**src/rtl/core/ceq_pkg.sv**
```systemverilog
// ============================================================================
// ceq_pkg
// Shared types and codes of the coalescing event queue.
// ============================================================================
package ceq_pkg;

    typedef enum logic [2:0] {
        ST_QUEUED    = 3'd0,
        ST_COALESCED = 3'd1,
        ST_DROPPED   = 3'd2,
        ST_OVERFLOW  = 3'd3,
        ST_POPPED    = 3'd4,
        ST_EMPTY     = 3'd5
    } t_status;

    typedef enum logic {
        OP_PUSH = 1'b0,
        OP_POP  = 1'b1
    } t_opcode;

    typedef enum logic {
        REG_MOTION_KIND   = 1'b0,
        REG_OVERFLOW_KIND = 1'b1
    } t_reg_index;

    typedef enum logic [3:0] {
        S_IDLE,
        S_POP,
        S_MRG,
        S_PLACE,
        S_SCAN_RD,
        S_SCAN_CHK,
        S_SHIFT_RD,
        S_SHIFT_WR,
        S_DONE
    } t_state;

    localparam logic [31:0] ABS_FLAG = 32'h0000_0001;
    localparam logic signed [31:0] SAT_MAX = 32'sh7FFF_FFFF;
    localparam logic signed [31:0] SAT_MIN = 32'sh8000_0000;

    // One stored event.
    typedef struct packed {
        logic [7:0]         kind;
        logic [7:0]         source;
        logic [7:0]         dev_kind;
        logic [31:0]        flags;
        logic [31:0]        dev_number;
        logic [31:0]        hash;
        logic signed [31:0] value_a;
        logic signed [31:0] value_b;
        logic signed [31:0] value_c;
        logic [63:0]        time_us;
    } t_slot;

    typedef struct packed {
        t_status status;
        t_slot   evt;
    } t_result;

endpackage

```
**src/rtl/core/ceq_merge.sv**
```systemverilog
// ============================================================================
// ceq_merge
// Match test of a new motion word against the newest slot, and the merge.
// ============================================================================
module ceq_merge (
    input  ceq_pkg::t_slot i_stored,
    input  ceq_pkg::t_slot i_new,
    input  logic [7:0]     i_motion_code,
    output logic           o_hit,
    output ceq_pkg::t_slot o_merged
);
    import ceq_pkg::*;

    function automatic logic signed [31:0] sat_add(logic signed [31:0] a,
                                                   logic signed [31:0] b);
        logic signed [32:0] s;
        s = 33'(a) + 33'(b);
        if (s > 33'(SAT_MAX)) begin
            return SAT_MAX;
        end else if (s < 33'(SAT_MIN)) begin
            return SAT_MIN;
        end
        return s[31:0];
    endfunction

    assign o_hit = (i_stored.kind == i_motion_code)
                && (i_stored.source == i_new.source)
                && (i_stored.dev_kind == i_new.dev_kind)
                && (i_stored.dev_number == i_new.dev_number)
                && (i_stored.hash == i_new.hash)
                && (i_stored.flags == i_new.flags)
                && (i_stored.value_c == i_new.value_c);

    always_comb begin
        o_merged = i_stored;
        o_merged.time_us = i_new.time_us;
        if ((i_new.flags & ABS_FLAG) != 32'd0) begin
            o_merged.value_a = i_new.value_a;
            o_merged.value_b = i_new.value_b;
        end else begin
            o_merged.value_a = sat_add(i_stored.value_a, i_new.value_a);
            o_merged.value_b = sat_add(i_stored.value_b, i_new.value_b);
        end
    end

endmodule

```
**config.mk**
```make
export PLATFORM = sky130hd
export DESIGN_NAME = ceq_merge
export DESIGN_NICKNAME = d
export VERILOG_FILES = /design/src/rtl/core/ceq_pkg.sv /design/src/rtl/core/ceq_merge.sv
export SDC_FILE = /design/constraint.sdc
export NUM_CORES = 1
export LEC_CHECK = 0
export BUFFER_PORTS_ARGS = -buffer_cell sky130_fd_sc_hd__buf_4
export CORE_AREA = 2 2 326 328
export DETAILED_ROUTE_END_ITERATION = 6
export DIE_AREA = 0 0 328 330
export PLACE_DENSITY = 0.34
export SYNTH_ARGS = -nofsm -noshare
export SYNTH_HDL_FRONTEND = slang
export SYNTH_SLANG_ARGS = --single-unit
```
**constraint.sdc**
```tcl
create_clock -name vclk -period 3
set_input_delay 0.3 -clock vclk [all_inputs]
set_output_delay 0.3 -clock vclk [all_outputs]
set_load 0.1 [all_outputs]
```
Word level (Yosys, flattened, before mapping) --
Cells that the tools add are included.
Storage, ports and cells: bits in registers 0, bits of input ports 568, output and inout bits 281, logic and storage cells 32
Operators by class: add/subtract/negate cells 2, $lt $le $gt $ge 4, eq/ne operators 7, mux-type cells 13, reductions and logical operators 6
Operator list (number):
- $mux 32 | 6
- $eq 32x32->1 | 4
- $add 32x32->33 | 2
- $gt 33x32->1 const B | 2
- $lt 33x32->1 const B | 2
- $mux 64 | 1
- $eq 8x8->1 | 3
- $logic_and 1x1->1 | 6
- $mux 1 | 6

Logic depth before layout (Yosys ltp) --
Gate-level depths: netlist (run 1).
word-level depth 7, mapped depth 13, mapped depth without buffers 12

Worst setup path after synthesis (run 1) --
OpenSTA, ideal clock, no wires.
path type input-to-output, from input port i_stored[128] (netlist name), to output port o_merged[158] (netlist name), arrival 4.626 ns, required time 2.700 ns, path slack -1.926 ns, stages 11, cells stage by stage ha_1 -> fa_1 -> a211oi_2 -> nor4_1 -> nor2_1 -> a21oi_2 -> a31o_1 -> a31o_1 -> a21oi_1 -> xor2_1 -> a221oi_1
RTL lines:
- start: declaration | line ceq_merge.sv:6 | input ceq_pkg::t_slot i_stored,
- end: declaration | line ceq_merge.sv:10 | output ceq_pkg::t_slot o_merged

==> qor.yml, run 1 <==
status: "complete, but fails checks"
violations: "setup timing"
grt_overflow: 0
intPower_mw: 2.425
grt_pass1_vias: 10874
gp_congestion: 0.8296
synth_top_area_share_pct: 20.91
syn2layout_area_growth_pct: 121.9
end_kind: "output port"
port_buffers: 649
final_cells: 3153
dp_slack_ns: -0.7097
whs_ns: 0.6000
seq_cell_count: 0
grt_max_degree: 80
hold_viol_final: 0
dpl.cell_count: 3132
syn_area_per_cell_um2: 7.097
worstMarginPinSlew_ns: 0.7101
dr_total_vias: 10273
ir_drop_mv: 0.3813
yosysMostFrequentCell: "buf_4"
crit_end: "o_merged[126]"
critPathMaxFanout: 4
layout.area.seq_um2: 0
crit_type: "primary input to output port"
synth_warnings: 0
postCtsHoldBufs: 0
avgRoutedWirePerCell_um: 19.65
p_leak_nw: 7.579
start_kind: "primary input"
grt.total_usage_pct: 10.60
drc: 0
cp_data_required_time_ns: 2.70
cp_slowest_cell: "a311oi_2"
crit_cells: 14
synth_seq_area_share_pct: 0
synth_cells: 1103
hold_class: "primary input to output port"
fp.dieArea_um2: 108200
power_density_nw_per_um2: 353.4
n_fill_cell: 11921
die_w_um: 328
yosysUniqueCellTypes: 69
slowest_delay_ns: 0.38
critPathArrivalTime_ns: 3.04
fin_setup_tns_ns: -17.87
routed_wl_mm: 61.96
hpwlAfterDp_mm: 57.53
dr.pass1.iters: 6
yosys-top-cells-area: "buf_4, xnor2_1, xor2_1, ha_1, a21oi_1"
p_sw_mw: 3.713
final_nets: 2398
crit_buf_inv: 4
path_delay_family: "compound AO/OA/AOI/OAI gates"
clkPwrFrac_pct: 0
design.core.area_um2: 104700
p_comb_share_pct: 100.0
ys_top_cells_by_count: "buf_4, xnor2_1, xor2_1"
grt_pass1_wl_mm: 82.15
max_cap_violations: 0
slew_headroom_pct: 52.66
finalCritPeriodShare_pct: 111.5
finalMaxSlewViolations: 0
num_rows: 119
start_util_pct: 7.478
final.setup.worst_slack_ns: -0.3447
die_h_um: 330
fin_crit_ns: 3.345
viasPerCell: 3.258
antenna_found_initial: 4
layout-drive-gt1-share_pct: 62.15
fmax_mhz: 299.0
path_cells: "buf_6 > ha_4 > o211ai_1 > o211ai_1 > buf_4 > a41oi_4 > a31oi_4 > a311oi_2 > xnor2_2 > and2_4 > buf_8 > a31oi_4 > o31ai_4 > buf_12"
synthesis.area_um2: 7828
setup_viol_count_final: 63
swShare_pct: 60.49
clock_buffers: 0
startpoint: "i_stored[98]"
pwr-share-seq_pct: 0
yosysTopAreaCell: "buf_4"
ant_nets: 0
rsz0062_at_grt: "yes"
antenna_cells: 0
synth_nets: 1737
drt_iter0_markers: 431
io_pins: 849
[power by group through the flow]
stage          Clock, mW  Sequential, mW  Combinational, mW
3_5_place_dp           0               0               5.43
4_1_cts                0               0               6.08
5_1_grt                0               0               6.44
2_1_floorplan          0               0               4.02
6_report               0               0               6.14
3_3_place_gp           0               0               5.46
[logic make-up (layout without fill, tap and decap cells)]
group                    count (synthesis)  count (layout)  share of synthesized area [%]
multiplexers                             5               5                         0.6873
AO/OA/AOI/OAI                          292             292                          24.81
XOR/XNOR                               199             199                          22.27
AND/OR/NAND/NOR                        264             264                          17.42
buffers and inverters                  275             934                          23.80
adder cells (fa/ha/maj)                 68              68                          11.01
[area by class of cell]
| cell class | instances | area, um^2 | share of cell area [%] |
|---|---|---|---|
| multi-input cells | 828 | 7537 | 43.40 |
| repair buffers | 907 | 7988 | 45.99 |
| inverters | 27 | 101.3 | 0.5836 |
| well taps | 1391 | 1740 | 10.02 |
[per-layer routing]
layer | up-vias | track usage, % | part of all wire (%)
met3 | 56 | 3.315 | 8.6
met2 | 427 | 19.58 | 51
met4 | 6 | 2.014 | 2.2
li1 | 5037 | - | -
met1 | 4747 | 11.90 | 38
met5 | - | 0 | 0.050
[worst min-delay path by stage]
stage                          from      endpoint  cells after the start
after floorplan            i_new[0]   o_merged[0]                      1
after global placement    i_new[13]  o_merged[13]                      0
after detailed placement  i_new[13]  o_merged[13]                      0
after CTS                 i_new[13]  o_merged[13]                      0
after global routing      i_new[27]  o_merged[27]                      0
final                      i_new[1]   o_merged[1]                      0
[cells in the final DEF (no fill, tap or decap), types with 8 or more instances in the layout]
master,n
a211oi_1,9
a21o_1,25
ha_4,22
o21ai_0,29
nor4_1,24
buf_12,79
a22o_4,25
xor2_1,99
buf_4,788
o21bai_1,8
nand3_1,14
a21oi_1,45
o21ai_4,13
ha_1,38
inv_1,26
xnor2_1,99
o21ai_1,11
nor2b_1,30
nand4_1,36
nor2_1,30
a21oi_4,36
a21oi_2,9
a31oi_1,9
nand2_1,80
buf_6,32
[what timing repair did]
item,in CTS,in global routing
endpoints found under the setup margin,65,64
hold endpoints to repair,0,0
gates cloned,1,0
pin swaps,47,38
gates resized for setup,270,73
buffers inserted,12,12
[per-stage QoR]
step	utilization (%)	power (mW)	instance area, um^2
2_1_floorplan	-	4.024	9012
5_1_grt	16.59	6.441	17370
6_report	16.59	6.138	17370
3_5_place_dp	15.00	5.434	15700
4_1_cts	16.25	6.078	17010
3_3_place_gp	15.00	5.460	15700
Note: power is estimated with default switching activity, not from simulation.
==> inputs of run 2 (changes only) <==
Settings changed: BUFFER_PORTS_ARGS -buffer_cell sky130_fd_sc_hd__buf_4 to -buffer_cell sky130_fd_sc_hd__buf_2.
==> qor.yml, run 2 (same netlist as run 1, synthesis figures left out) <==
finalMaxSlewViolations: 0  # unchanged
antenna_found_initial: 11  # was 4
whs_path_depth: 0  # unchanged
dr_total_vias: 10376  # was 10273
cp_data_required_time_ns: 2.70  # about the same
min-delay-start: "i_new[1]"  # unchanged
design.core.area_um2: 104700  # unchanged
viasPerCell: 3.274  # was 3.258
die_w_um: 328  # unchanged
fin_crit_ns: 3.441  # was 3.345 ns
violations: "setup timing"  # unchanged
critPathMaxFanout: 12  # was 4
ant_nets: 0  # unchanged
io_pins: 849  # unchanged
status: "complete, but fails checks"  # unchanged
layout_common_cells: "buf_2, buf_4, xnor2_1, xor2_1, buf_12"  # was buf_4, xor2_1, xnor2_1, nand2_1, buf_12
max_cap_violations: 0  # unchanged
routed_wl_mm: 61.22  # was 61.96 mm
worstMarginPinSlew_ns: 0.7297  # was 0.7101 ns
hpwlAfterDp_mm: 56.50  # was 57.53 mm
seq_cell_count: 0  # unchanged
syn2layout_area_growth_pct: 106.2  # was 121.9%
dp_slack_ns: -0.7719  # was -0.7097 ns
hold_path_end: "o_merged[1]"  # unchanged
port_buffers: 649  # unchanged
end_kind: "output port"  # unchanged
layout_commonest_cell: "buf_2"  # was buf_4
grt_overflow: 0  # unchanged
grt_max_degree: 84  # was 80
rsz0062_at_grt: "yes"  # unchanged
critPathArrivalTime_ns: 3.14  # was 3.04 ns
postCtsHoldBufs: 0  # unchanged
dr.pass1.iters: 5  # was 6
start_kind: "primary input"  # unchanged
grt.total_usage_pct: 10.36  # was 10.60%
avgRoutedWirePerCell_um: 19.32  # was 19.65 um
fp.dieArea_um2: 108200  # unchanged
final_nets: 2411  # was 2398
start_util_pct: 7.478  # unchanged
startpoint: "i_stored[129]"  # was i_stored[98]
crit_type: "primary input to output port"  # unchanged
setup_viol_count_final: 64  # was 63
final_core_util_pct: 15.42  # was 16.59%
layout.area.seq_um2: 0  # unchanged
die_h_um: 330  # unchanged
drc: 0  # unchanged
final.setup.worst_slack_ns: -0.4408  # was -0.3447 ns
drt_iter0_markers: 470  # was 431
gp_congestion: 0.8539  # was 0.8296
num_rows: 119  # unchanged
finalCritPeriodShare_pct: 114.7  # was 111.5%
layout-drive-gt1-share_pct: 62.70  # was 62.15%
slew_headroom_pct: 50.91  # was 52.66%
fmax_mhz: 290.6  # was 299.0 MHz
hold_viol_final: 0  # unchanged
grt_pass1_vias: 10637  # was 10874
grt_pass1_wl_mm: 80.19  # was 82.15 mm
clock_buffers: 0  # unchanged
hold_class: "primary input to output port"  # unchanged
run 2: cell types whose count changed in the layout (fill, tap and decap cells not counted), moves of 3 or more:
cell,previous run,this run
buf_2,0,566
buf_4,788,237
buf_6,32,29
diode_2,0,3
nand2_1,80,68
nand2_4,0,14
o21ai_2,7,2
o21ai_4,13,16
run 2: final cells by class:
| cell class | instances | area (um^2) |
|---|---|---|
| tap | 1391 | 1740 |
| fill | 11934 | 88530 |
| antenna | 3 | 7.507 |
| inverter | 27 | 101.3 |
| timing repair buffer | 920 | 6665 |
| multi-input combinational | 828 | 7630 |
run 2: per-stage QoR:
stage | cells | hold slack (ns) | setup TNS [ns] | cell area [um^2]
2_1_floorplan | 1103 | 0.8115 | -8.460 | 9012
3_3_place_gp | 3134 | 0.6007 | -37.64 | 15000
3_5_place_dp | 3134 | 0.6007 | -37.05 | 15000
4_1_cts | 3154 | 0.6007 | -23.39 | 15870
5_1_grt | 3166 | 0.6001 | -29.87 | 16140
6_report | 3169 | 0.6000 | -20.59 | 16140
run 2: timing repair:
item,CTS,global route
pin swaps,59,56
setup endpoints to repair,64,64
buffers inserted,19,15
gates cloned,2,1
hold endpoints to repair,0,0
resized for setup,138,46
run 2: layer usage:
metal | global-route usage (%) | vias up | wire (um)
li1 | - | 5068 | -
met1 | 11.94 | 4762 | 23400
met2 | 18.37 | 472 | 30170
met3 | 3.189 | 68 | 5570
met4 | 2.872 | 6 | 2032
met5 | 0 | - | 40
run 2: critical path: stages:
cell	delay [ns]
buf_2	0.13
ha_4	0.25
a211oi_4	0.29
o211ai_2	0.17
a211oi_4	0.32
or4_4	0.22
a211oi_4	0.07
or3_4	0.42
a21oi_4	0.24
nor2_4	0.10
buf_12	0.20
a22o_4	0.23
buf_12	0.16
run 2: worst max path at each step:
stage	end	slack, ns	depth (start not counted)
after floorplan	o_merged[158]	-0.37	11
after global placement	o_merged[110]	-0.78	15
after detailed placement	o_merged[110]	-0.77	15
after CTS	o_merged[157]	-0.47	14
after global routing	o_merged[147]	-0.58	13
final	o_merged[130]	-0.44	13
==> inputs of run 3 (changes only) <==
Settings changed: BUFFER_PORTS_ARGS -buffer_cell sky130_fd_sc_hd__buf_2 to unset, CORE_AREA 2 2 326 328 to 2 2 329 331, DIE_AREA 0 0 328 330 to 0 0 331 333, DONT_BUFFER_PORTS set to 1, PLACE_DENSITY 0.34 to 0.3.
==> qor.yml, run 3 (same netlist as run 1, synthesis figures left out) <==
p_leak_nw: 4.585
violations: "setup timing"  # unchanged
hold_viol_final: 0  # unchanged
worstMarginPinSlew_ns: 0.7751  # was 0.7297 ns
finalCritPeriodShare_pct: 110.3  # was 114.7%
intPower_mw: 1.837
end_kind: "output port"  # unchanged
die_w_um: 331  # was 328 um
setup_viol_count_final: 62  # was 64
placed_area_um2: 11590  # was 15000 um^2
start_kind: "primary input"  # unchanged
cp_data_required_time_ns: 2.70  # about the same
status: "complete, but fails checks"  # unchanged
clock_buffers: 0  # unchanged
grt_overflow: 0  # unchanged
n_fill_cell: 12317  # was 11934
fp.dieArea_um2: 110200  # was 108200 um^2
rsz0062_at_grt: "yes"  # unchanged
finalPower_mw: 4.388
max_cap_violations: 0  # unchanged
seq_cell_count: 0  # unchanged
grt_pass1_wl_mm: 73.91  # was 80.19 mm
start_util_pct: 7.343  # was 7.478%
fmax_mhz: 302.2  # was 290.6 MHz
ant_nets: 0  # unchanged
drc: 0  # unchanged
p_sw_mw: 2.552
power_density_nw_per_um2: 345.4
critPathMaxFanout: 5  # was 12
drt_iter0_markers: 311  # was 470
layout-drive-gt1-share_pct: 43.14  # was 62.70%
final_nets: 1781  # was 2411
fin_crit_ns: 3.309  # was 3.441 ns
critPathArrivalTime_ns: 3.01  # was 3.14 ns
gp_congestion: 0.9071  # was 0.8539
antenna_found_initial: 11  # unchanged
p_comb_share_pct: 100.0
ir_drop_mv: 0.2700
die_h_um: 333  # was 330 um
finalMaxSlewViolations: 0  # unchanged
layout.area.seq_um2: 0  # unchanged
routed_wl_mm: 56.89  # was 61.22 mm
swShare_pct: 58.15
grt_pass1_vias: 8819  # was 10637
hold_class: "primary input to output port"  # unchanged
io_pins: 849  # unchanged
slew_headroom_pct: 47.85  # was 50.91%
design.core.area_um2: 106600  # was 104700 um^2
layout_commonest_cell: "buf_4"  # was buf_2
dr.pass1.iters: 4  # was 5
clkPwrFrac_pct: 0
viasPerCell: 3.254  # was 3.274
crit_type: "primary input to output port"  # unchanged
final.setup.worst_slack_ns: -0.3089  # was -0.4408 ns
fin_area_um2: 12700  # was 16140 um^2
dr_total_vias: 8314  # was 10376
avgRoutedWirePerCell_um: 22.27  # was 19.32 um
grt.total_usage_pct: 9.524  # was 10.36%
num_rows: 120  # was 119
syn2layout_area_growth_pct: 62.31  # was 106.2%
hpwlAfterDp_mm: 51.53  # was 56.50 mm
port_buffers: 0  # was 649
pwr-share-seq_pct: 0
layout_common_cells: "buf_4, xnor2_1, xor2_1, nand2_1, buf_12"  # was buf_2, buf_4, xnor2_1, xor2_1, buf_12
grt_max_degree: 85  # was 84
run 3: cell count changes in the layout (fill, tap and decap cells not counted), moves of 3 or more:
cell,change
buf_2,-566
buf_4,-39
buf_12,-14
buf_6,-9
nand2_4,-6
nand2_2,+5
o21ai_2,+5
diode_2,+4
buf_8,-3
nor4_1,-3
o21ai_0,-3
run 3: final timing paths:
kind | from | endpoint | cells after the start
worst max-delay path | i_stored[128] | o_merged[150] | 14
worst min-delay path | i_new[11] | o_merged[11] | 0
run 3: final cells by class:
| class | count | area (um^2) | area share, % |
|---|---|---|---|
| multi-input combinational | 828 | 7687 | 60.51 |
| timing repair buffer | 290 | 3143 | 24.74 |
| antenna | 7 | 17.52 | 0.1379 |
| inverter | 27 | 101.3 | 0.7977 |
| tap | 1403 | 1755 | 13.82 |
run 3: what timing repair did:
action,CTS,global route
hold buffers,0,0
setup buffers,34,12
hold endpoints to repair,0,0
resized for setup,113,58
cloned,4,0
endpoints found under the setup margin,65,65
pin swaps,61,49
run 3: power by group through the flow:
stage / logic [mW] / clock network, mW / registers, mW
finish: 4.39 / 0.000000331 / 0
floorplan: 4.02 / 0 / 0
global route: 4.63 / 0 / 0
detailed placement: 4.00 / 0 / 0
global placement: 4.00 / 0 / 0
CTS: 4.36 / 0 / 0
run 3: per-stage QoR:
step	hold slack [ns]	setup TNS (ns)	worst slack (ns)	instances	utilization (%)
detailed placement	0.6007	-29.30	-0.5571	2511	10.88
CTS	0.6007	-19.54	-0.4311	2544	11.67
floorplan	0.8115	-8.460	-0.3726	1103	-
global placement	0.6007	-27.16	-0.5065	2511	10.88
finish	0.6000	-13.66	-0.3089	2555	11.92
global route	0.6001	-20.65	-0.4090	2548	11.90
run 3: critical path: stages:
cell and delay (ns):
ha_4 0.15, buf_4 0.14, a211oi_4 0.26, o211ai_2 0.18, a211oi_4 0.33, or4_4 0.20, a211oi_4 0.06, or3_4 0.43
a21oi_4 0.20, nor2_4 0.06, buf_8 0.14, buf_12 0.13, a22o_4 0.24, buf_12 0.17
run 3: layer usage:
layer  vias to the layer above  global-route usage [%]  wire length [um]
met5                         -                   1.464               299
met4                        14                  0.8721               633
met3                        40                   5.463              8168
met2                       446                   16.63             27490
met1                      4018                   10.12             20300
li1                       3796                       -                 -
